==> src/rtl/core/hrlp_pkg.sv <==
// shared types, phase codes and byte constants for the request line parser
`default_nettype none

package hrlp_pkg;

	localparam int MAX_METHOD_LEN = 16;
	localparam int COUNT_W        = $clog2(MAX_METHOD_LEN + 1);

	typedef enum logic [4:0] {
		PH_NOT_STARTED = 5'd0,
		PH_METHOD      = 5'd1,
		PH_SP_PATH     = 5'd2,
		PH_PATH        = 5'd3,
		PH_H           = 5'd4,
		PH_HT          = 5'd5,
		PH_HTT         = 5'd6,
		PH_HTTP        = 5'd7,
		PH_SLASH       = 5'd8,
		PH_MAJOR       = 5'd9,
		PH_DOT         = 5'd10,
		PH_MINOR       = 5'd11,
		PH_AFTER       = 5'd12,
		PH_END_R       = 5'd13,
		PH_END_N       = 5'd14,
		PH_HEADER      = 5'd15,
		PH_BODY        = 5'd16,
		PH_END         = 5'd17
	} phase_t;

	typedef enum logic [1:0] {
		KIND_NONE   = 2'd0,
		KIND_METHOD = 2'd1,
		KIND_PATH   = 2'd2,
		KIND_HEADER = 2'd3
	} kind_t;

	localparam logic [7:0] CH_CR    = 8'h0d;
	localparam logic [7:0] CH_LF    = 8'h0a;
	localparam logic [7:0] CH_SP    = 8'h20;
	localparam logic [7:0] CH_SLASH = 8'h2f;
	localparam logic [7:0] CH_DOT   = 8'h2e;
	localparam logic [7:0] CH_ONE   = 8'h31;
	localparam logic [7:0] CH_H     = 8'h48;
	localparam logic [7:0] CH_T     = 8'h54;
	localparam logic [7:0] CH_P     = 8'h50;
	localparam logic [7:0] CH_LO_A  = 8'h61;
	localparam logic [7:0] CH_LO_Z  = 8'h7a;

	typedef struct packed {
		phase_t               phase;
		logic [COUNT_W-1:0]   method_count;
		logic                 error_seen;
	} parse_state_t;

endpackage

`default_nettype wire

==> src/rtl/core/hrlp_step.sv <==
// next-state and byte classification logic for one request byte
`default_nettype none

module hrlp_step
	import hrlp_pkg::*;
(
	input  wire logic [7:0]   rx_byte,
	input  wire parse_state_t cur,
	output parse_state_t      nxt,
	output kind_t             kind
);

	localparam logic [COUNT_W-1:0] MAX_CNT = COUNT_W'(MAX_METHOD_LEN);

	logic       expect_ok;
	logic [7:0] expect_ch;
	phase_t     expect_next;
	logic       is_expect;

	always_comb begin
		is_expect   = 1'b1;
		expect_ch   = CH_H;
		expect_next = PH_HT;
		case (cur.phase)
			PH_H: begin
				expect_ch   = CH_H;
				expect_next = PH_HT;
			end
			PH_HT: begin
				expect_ch   = CH_T;
				expect_next = PH_HTT;
			end
			PH_HTT: begin
				expect_ch   = CH_T;
				expect_next = PH_HTTP;
			end
			PH_HTTP: begin
				expect_ch   = CH_P;
				expect_next = PH_SLASH;
			end
			PH_SLASH: begin
				expect_ch   = CH_SLASH;
				expect_next = PH_MAJOR;
			end
			PH_MAJOR: begin
				expect_ch   = CH_ONE;
				expect_next = PH_DOT;
			end
			PH_DOT: begin
				expect_ch   = CH_DOT;
				expect_next = PH_MINOR;
			end
			PH_MINOR: begin
				expect_ch   = CH_ONE;
				expect_next = PH_AFTER;
			end
			PH_END_R: begin
				expect_ch   = CH_LF;
				expect_next = PH_END_N;
			end
			default: is_expect = 1'b0;
		endcase
		expect_ok = (rx_byte == expect_ch);
	end

	always_comb begin
		nxt  = cur;
		kind = KIND_NONE;
		if (is_expect) begin
			if (expect_ok) begin
				nxt.phase = expect_next;
			end else begin
				nxt.error_seen = 1'b1;
			end
		end else begin
			case (cur.phase)
				PH_NOT_STARTED: begin
					if (rx_byte != CH_CR && rx_byte != CH_LF) begin
						if (rx_byte != CH_SP) begin
							nxt.method_count = cur.method_count + 1'b1;
							kind             = KIND_METHOD;
						end
						nxt.phase = PH_METHOD;
					end
				end
				PH_METHOD: begin
					if (rx_byte == CH_SP) begin
						nxt.phase = PH_SP_PATH;
					end else if (rx_byte inside {[CH_LO_A:CH_LO_Z]} ||
							cur.method_count >= MAX_CNT) begin
						nxt.error_seen = 1'b1;
					end else begin
						nxt.method_count = cur.method_count + 1'b1;
						kind             = KIND_METHOD;
					end
				end
				PH_SP_PATH: begin
					if (rx_byte != CH_SP) begin
						if (rx_byte == CH_SLASH) begin
							kind      = KIND_PATH;
							nxt.phase = PH_PATH;
						end else begin
							nxt.error_seen = 1'b1;
						end
					end
				end
				PH_PATH: begin
					if (rx_byte != CH_SP) begin
						kind = KIND_PATH;
					end else begin
						nxt.phase = PH_H;
					end
				end
				PH_AFTER: begin
					if (rx_byte == CH_CR) begin
						nxt.phase = PH_END_R;
					end else if (rx_byte == CH_LF) begin
						nxt.phase = PH_END_N;
					end else begin
						nxt.error_seen = 1'b1;
					end
				end
				PH_END_N: begin
					if (rx_byte == CH_CR) begin
						nxt.phase = PH_END;
					end else if (rx_byte != CH_LF) begin
						nxt.phase = PH_HEADER;
						kind      = KIND_HEADER;
					end
				end
				PH_HEADER: kind = KIND_HEADER;
				default: ;
			endcase
		end
	end

endmodule

`default_nettype wire

==> src/rtl/core/http_request_line_parser_core.sv <==
// top level of the request line parser: input register, step logic, result register
// items pass from the input register to the result register, which drives m_tvalid
// throughput: one item per cycle while m_tready is high; the input stage refills while the result register drains
// the result register holds a finished item while m_tready is low
// arst_n low clears the parser state to not started, count and error flag to zero
// and empties both stages
`default_nettype none

module http_request_line_parser_core
	import hrlp_pkg::*;
(
	input  wire logic        clk,
	input  wire logic        arst_n,
	input  wire logic        s_tvalid,
	output logic             s_tready,
	input  wire logic [7:0]  s_tdata,   // rx_byte
	output logic             m_tvalid,
	input  wire logic        m_tready,
	output logic [15:0]      m_tdata,   // byte_echo, parse_phase, bad_request, line_done, request_end
	output logic [1:0]       m_tuser    // byte_kind
);

	logic         valid_s1;
	logic [7:0]   byte_s1;
	logic         valid_s2;
	logic [7:0]   byte_s2;
	kind_t        kind_s2;
	parse_state_t state_q;
	parse_state_t state_nxt;
	kind_t        kind_nxt;
	logic         advance;

	assign advance  = valid_s1 && (!valid_s2 || m_tready);
	assign s_tready = !valid_s1 || advance;

	hrlp_step u_step (
		.rx_byte (byte_s1),
		.cur     (state_q),
		.nxt     (state_nxt),
		.kind    (kind_nxt)
	);

	always_ff @(posedge clk or negedge arst_n) begin
		if (!arst_n) begin
			valid_s1 <= 1'b0;
			valid_s2 <= 1'b0;
			state_q  <= '{phase: PH_NOT_STARTED, method_count: '0, error_seen: 1'b0};
		end else begin
			if (s_tready) begin
				valid_s1 <= s_tvalid;
			end
			if (advance) begin
				valid_s2 <= 1'b1;
				state_q  <= state_nxt;
			end else if (m_tready) begin
				valid_s2 <= 1'b0;
			end
		end
	end

	always_ff @(posedge clk) begin
		if (s_tvalid && s_tready) begin
			byte_s1 <= s_tdata;
		end
		if (advance) begin
			byte_s2 <= byte_s1;
			kind_s2 <= kind_nxt;
		end
	end

	assign m_tvalid = valid_s2;
	assign m_tuser  = kind_s2;
	assign m_tdata  = {
		state_q.phase == PH_END,
		state_q.phase == PH_HEADER || state_q.phase == PH_END,
		state_q.error_seen,
		state_q.phase,
		byte_s2
	};

	// error flag never clears once set
	a_error_sticky: assert property (@(posedge clk) disable iff (!arst_n)
		state_q.error_seen |=> state_q.error_seen)
		else $error("bad request flag cleared");

	// body phase is never entered
	a_no_body: assert property (@(posedge clk) disable iff (!arst_n)
		state_q.phase != PH_BODY)
		else $error("parser entered body phase");

	// forwarded header bytes only come out in header phase
	a_header_kind: assert property (@(posedge clk) disable iff (!arst_n)
		(m_tvalid && m_tuser == KIND_HEADER) |-> (m_tdata[12:8] == PH_HEADER))
		else $error("header byte outside header phase");

	// state only moves when an item passes into the result register
	a_state_hold: assert property (@(posedge clk) disable iff (!arst_n)
		!advance |=> $stable(state_q))
		else $error("parser state changed without an item");

endmodule

`default_nettype wire
==> config.mk <==
export PLATFORM = sky130hd
export DESIGN_NAME = http_request_line_parser_core
export DESIGN_NICKNAME = d
export VERILOG_FILES = /design/src/rtl/core/hrlp_pkg.sv /design/src/rtl/core/hrlp_step.sv /design/src/rtl/core/http_request_line_parser_core.sv
export SDC_FILE = /design/constraint.sdc
export NUM_CORES = 1
export LEC_CHECK = 0
export BUFFER_PORTS_ARGS = -buffer_cell sky130_fd_sc_hd__buf_2
export CAP_MARGIN = 20
export CORE_ASPECT_RATIO = 1.4
export CORE_MARGIN = 2
export CORE_UTILIZATION = 25
export DETAILED_ROUTE_END_ITERATION = 8
export PLACE_DENSITY = 0.43
export SYNTH_ARGS = -nofsm -noshare
export SYNTH_HDL_FRONTEND = slang
export SYNTH_SLANG_ARGS = --single-unit
export TNS_END_PERCENT = 20
==> constraint.sdc <==
create_clock -name clk -period 5.95 [get_ports clk]
set_input_delay 0.2975 -clock clk [delete_from_list [all_inputs] [get_ports clk]]
set_output_delay 0.2975 -clock clk [all_outputs]
set_load 0.03 [all_outputs]
# [Word-level counts from Yosys, hierarchy flattened]
# Cells that the tools add are included.
# W data, S select, Z words.
[classes] n_mux=39 n_lt_le_gt_ge=3 n_eq_ne=42 bitwise_logic=1 addsub=1 reduce_logical=21
[op_table] operator="$mux W5" count=12
[op_table] operator="$pmux W7 S6" count=1
[op_table] operator="$eq A5 B4 Y1 const B" count=8
[op_table] operator="$pmux W4 S8" count=1
[op_table] operator="$pmux W5 S6" count=1
[op_table] operator="$eq A5 B3 Y1 const B" count=4
[op_table] operator="$eq A8 B4 Y1 const B" count=2
[op_table] operator="$eq A8 B6 Y1 const B" count=2
[op_table] operator="$ne A8 B4 Y1 const B" count=2
[op_table] operator="$ne A3 B1 Y1 const B" count=5
[op_table] operator="$ne A3 B2 Y1 const B" count=5
[op_table] operator="$mux W1" count=13
[op_table] operator="$mux W2" count=6
[op_table] operator="$pmux W2 S6" count=1
[op_table] operator="$eq A5 B2 Y1 const B" count=2
[op_table] operator="$mux W10" count=1
[op_table] operator="$pmux W5 S2" count=1
[op_table] operator="$reduce_and A10 Y1" count=1
[op_table] operator="$reduce_and A9 Y1" count=1
[op_table] operator="$reduce_or A9 Y1" count=1
[op_table] operator="$eq A8 B7 Y1" count=1
[op_table] operator="$ge A8 B7 Y1 const B" count=1
[op_table] operator="$le A8 B7 Y1 const B" count=1
[op_table] operator="$ne A4 B1 Y1 const B" count=2
[op_table] operator="19 further kinds" count=32
[totals] register_bits=31 output_inout_bits=20 inputBits=12 word_cells=115

# [Depth between registers and ports, before layout]
[logic_depth] depth_word=7 mapped_depth=8 mapped_depth_nobuf=7

# [Modules after synthesis]
# Synthesis repeated with hierarchy kept, for this count alone.
[unflattened] cells_unflattened=214 area_unflattened_um2=2132.0
[modules_own_cells] mod="http_request_line_parser_core" seq_area_each_um2=865.8 cells_per_inst=61 area_each_um2=1128.6 instances=1
[modules_own_cells] mod="hrlp_step" seq_area_each_um2=0.0 cells_per_inst=153 area_each_um2=1003.5 instances=1

# [Least setup slack after synthesis]
# Ideal clock, no wire load.
[synth_path] path_type="register to register" start="register state_q, in the netlist m_tdata[8]" end="register state_q, in the netlist m_tdata[9]" setup_time_ns=0.123 setup_slack_ns=3.577 n_path_buf=1 required_time_ns=5.827 period_less_slack_ns=2.373 stages_incl_launch_ff=8 arrival_time_ns=2.250 cell_sequence="dfrtp_1 buf_6 mux2_2 a211o_1 or4_4 o31ai_4 mux2i_1 a21oi_2"
[synth_between] elab_chain_len=6 elab_cells_between_ends=35 classes_between="eq/ne (23); mux (6); reduce/logical (6)"
[synth_lines] item="start: declaration" line="http_request_line_parser_core.sv:28" source="parse_state_t state_q;"
[synth_lines] item="start signal: assignment" line="http_request_line_parser_core.sv:47" source="state_q <= '{phase: PH_NOT_STARTED, method_count: '0, error_seen: 1'b0};"
[synth_lines] item="start signal: assignment" line="http_request_line_parser_core.sv:54" source="state_q <= state_nxt;"
[synth_lines] item="$eq A5 B4 Y1 / $eq A5 B3 Y1 (equally long branches)" line="hrlp_step.sv:24" source="case (cur.phase)"
[synth_lines] item="$reduce_or A2 Y1 (no source line)"
[synth_lines] item="$pmux W7 S6" line="hrlp_step.sv:24"
[synth_lines] item="$eq A8 B7 Y1" line="hrlp_step.sv:63" source="expect_ok = (rx_byte == expect_ch);"
[synth_lines] item="$ne A2 B1 Y1 (no source line)"
[synth_lines] item="$reduce_and A10 Y1 (no source line)"
# Several ways; a longest one is shown, not always the timed one. The select of a mux whose other input is x is not followed.
# A chain may end at the register's enable or synchronous reset.

# [Worst setup path after layout]
[layout_path] start="register state_q, in the netlist m_tdata[9]" end="register state_q, in the netlist m_tdata[11]"
# Same word-level chain as after synthesis.

==> summary by stage <==
Outcome
The run finished with clean final reports.

Place
Timing analysis after detailed placement gives a worst setup slack of 3.04 ns. The post-detailed-placement cell area is 2000 sq um. The congestion estimate from routability-driven global placement came to 0.748. The placed wire-length estimate after detailed placement is 3100 microns. The count of buffers inserted at the top-level ports is 31.

Floorplanning
The total area inside the core boundary comes to 7030 sq um. The initial cell density of the core is 0.261. The area enclosed by the die boundary is approximately 8000 sq um. The floorplan die height is 105 microns. The floorplan step set the die width to 76.4 microns. In this run the count of I/O pins placed on the die edge is 32. The cell row count is 36.

STA
The setup clock skew after layout is 0.00594 ns. Dividing the final minimum period by the clock period gives 0.489. The final setup violation count is 0. The total count of max-transition violations in the final report is 0. Setup repair after global routing left no endpoint under its margin. Setup total negative slack on the finished layout was measured at 0 ns.

Headroom to the max-slew limit came out at 0.444. Setup slack on the critical path of the routed design comes to 3.04 ns. The minimum clock period is 2.91 ns. The highest achievable clock rate is 0.344 GHz.

At the pin with the least slew margin, the transition time is 0.822 ns. The final count of hold timing violations came to 0.

Worst setup path
The critical path launch point is m_tdata[9]. For the worst setup path, the data required time is 6.12 ns. The type of element launching the critical path is a flip-flop. The critical path class is flip-flop to flip-flop.

The source of the worst register-to-register timing path is m_tdata[9]. The maximum fanout count along the critical path is 25. The critical path endpoint category is a flip-flop.

At the worst endpoint, the arrival time is 3.08 ns.

Layout
For this run, the post-layout net count is ~210. The total inserted antenna cells is 0. The area growth from synthesis to layout is 14.2%. The final instance area is 2090 sq um. In the final layout, the share of cells above drive strength 1 is 0.240.

Run
The count of maximum capacitance violations is 0.

Synthesis
Each instance of the synthesized netlist takes up on average 10.4 sq um. Summing every instance area after synthesis gives 1830 sq um. After synthesis, the share of flip-flops with an asynchronous set or reset is 0.419. The synthesized netlist net count is 190. The cell count after synthesis came out at between 150 and 200. For this run, the register share of the synthesized area comes to 0.472. The total of warnings raised by yosys is 0. The number of enable-type register cells in the synthesized netlist is 18. The leading cell type by number of instances after synthesis is sky130_fd_sc_hd__edfxtp_1. By area the synthesized netlist is led by sky130_fd_sc_hd__edfxtp_1 (29%), sky130_fd_sc_hd__dfrtp_1 (18%), sky130_fd_sc_hd__buf_4 (3.3%), sky130_fd_sc_hd__a21oi_1 (3.0%), sky130_fd_sc_hd__nand2_1 (2.7%). In this run, synthesis produced a sequential element count of 31.

The prevailing post-synth register cell is sky130_fd_sc_hd__edfxtp_1. Synthesis instantiated 58 different standard cells from the library. The cell taking the most area after synthesis is sky130_fd_sc_hd__edfxtp_1. Of the post-synthesis cell area, the dominant cell type holds 0.295. After synthesis, the most frequently instantiated cells are sky130_fd_sc_hd__edfxtp_1 (18), sky130_fd_sc_hd__dfrtp_1 (13), sky130_fd_sc_hd__nand2_1 (13).

GRT
The number of antenna violations at the first check in global routing came to 0. The via count of the first global-routing pass is 1417. The maximum number of pins on one net before global-route repair is 26.

The total global routing track utilization is 0.115. The total overflow left after global routing is 0. The first global-routing pass estimated around 7300 microns of wire.

CTS
The total clock buffers created by CTS is 5. The clock reaches the later pin of the worst-skew pair after 0.29 ns. After clock tree synthesis, the clock-pin slew on the worst setup and hold paths is 0.07 ns. The number of H-tree levels is 2. For this design, the sink count on the clock tree is 31. The cell sitting at the root of the clock tree is a sky130_fd_sc_hd__clkbuf_8. The deepest clock path buffer count is 2. The number of gates resized after CTS was 0. The TritonCTS clock tree is built.

Routing
The routed length on met2 is 2290 microns. Routed signal wires occupy layers up through met4. The overall via count from detail_route is 1415. The detailed-route wire length per cell is 14.6 microns. The DRC marker count from the first detailed-route iteration is 140.

After detailed routing, the number of remaining DRC violations is 0. For this block, wires on met1 add up to around 1800 microns. Summed over all nets, wire length on met3 after detailed routing comes to about 120 microns.

After detailed routing, the number of vias per cell comes to 4.80. The antenna violation net count after detailed routing is 0. The number of iterations in the first detailed-routing pass is 5. For this block, the routed nets add up to between 4000 and 5000 microns of wire.

Pwr
The peak ir drop on the vdd network is ~0.00011 V. The power per standard cell area is 220 nW/um^2. The standby leakage power is 0.808 nW.

Hold path
In this run the most critical hold path is launched from s_tdata[5]. In this run the worst hold path is classified as input port to flip-flop.
[kinds of logic after synthesis]
family,count (synthesis),share of synthesized area
simple gates,72,0.240
compound gates,41,0.160
flops,31,0.472
buf+inv,22,0.0676
xor+xnor,5,0.0239
mux,5,0.0294
fa+ha+maj,1,0.00682
[power by group]
| part | total [mW] | switching (mW) | leakage [nW] | internal (mW) |
|---|---|---|---|---|
| clock network | 0.161 | 0.0810 | 0.0426 | 0.0803 |
| logic | 0.0473 | 0.0315 | 0.427 | 0.0159 |
| registers | 0.252 | 0.0122 | 0.338 | 0.240 |
| total | 0.461 | 0.125 | 0.808 | 0.336 |
[path summary, 6_finish.rpt]
kind / endpoint / slack [ns] / cells after the start
min: byte_s1[5] / 0.18 / 1
max in group asynchronous: m_tdata[8] / 5.28 / 2
max: m_tdata[11] / 3.04 / 7
min reg2reg: state_q[4] / 0.47 / 1
min in group asynchronous: state_q[5] / 0.43 / 2
max reg2reg: m_tdata[11] / 3.04 / 7
[state kept, by name (all words and copies together), names as in the netlist]
signal,cells
byte_s1,8
valid_s1,1
byte_s2,8
m_tdata,6
m_tvalid,1
m_tuser,2
state_q,5
[placed cells by master, fill, tap and decap left out, types with 3 or more instances in the layout]
cell	netlist	final
sky130_fd_sc_hd__a211oi_1	3	3
sky130_fd_sc_hd__a21oi_1	11	11
sky130_fd_sc_hd__a31oi_1	3	3
sky130_fd_sc_hd__buf_2	3	31
sky130_fd_sc_hd__clkbuf_8	0	5
sky130_fd_sc_hd__dfrtp_1	13	13
sky130_fd_sc_hd__edfxtp_1	18	18
sky130_fd_sc_hd__inv_1	5	5
sky130_fd_sc_hd__mux2_2	3	3
sky130_fd_sc_hd__nand2_1	13	13
sky130_fd_sc_hd__nand2b_1	4	4
sky130_fd_sc_hd__nand3_1	7	7
sky130_fd_sc_hd__nand4_1	3	3
sky130_fd_sc_hd__nor2_1	9	9
sky130_fd_sc_hd__nor2b_1	7	7
sky130_fd_sc_hd__nor3_1	3	3
sky130_fd_sc_hd__nor4_1	3	3
sky130_fd_sc_hd__o21ai_0	5	5
sky130_fd_sc_hd__o21bai_1	4	4
sky130_fd_sc_hd__xnor2_1	4	4
[routing by layer]
layer	GRT usage	vias to the layer above
met2	0.206	23
met5	0	-
met3	0.0223	8
met4	0.0571	0
met1	0.129	690
li1	-	694
[per-stage QoR]
step           instances  total power, mW  hold WS (ns)  utilization
2_1_floorplan        177            0.287       0.00191            -
3_3_place_gp         286            0.305         0.220        0.285
3_5_place_dp         286            0.305         0.218        0.285
4_1_cts              295            0.468         0.175        0.298
5_1_grt              295            0.482         0.173        0.298
6_report             295            0.461         0.180        0.298
[critical path, cell delays in order, from the launching register on]
cell and delay [ns]:
sky130_fd_sc_hd__dfrtp_1 0.66, sky130_fd_sc_hd__nand2b_4 0.29, sky130_fd_sc_hd__mux2_2 0.28, sky130_fd_sc_hd__a211o_1 0.28, sky130_fd_sc_hd__or4_4 0.56, sky130_fd_sc_hd__o31ai_4 0.39, sky130_fd_sc_hd__nand3_1 0.15, sky130_fd_sc_hd__o2bb2ai_1 0.17
[layout make-up]
cell class / instances / area, sq um
Inverter: 5 / 18.8
Multi-Input combinational cell: 124 / 843
Clock inverter: 2 / 8.76
Timing Repair Buffer: 32 / 165
Tap cell: 95 / 119
Sequential cell: 31 / 866
Clock buffer: 6 / 72.6
Fill cell: 776 / 4930
[what timing repair did]
item                                   4_1_cts  5_1_grt
setup buffers                                0        0
hold buffers                                 1        0
endpoints found under the hold margin       13        0
setup endpoints to repair                    0        0
Power figures use the tool's default switching activity.
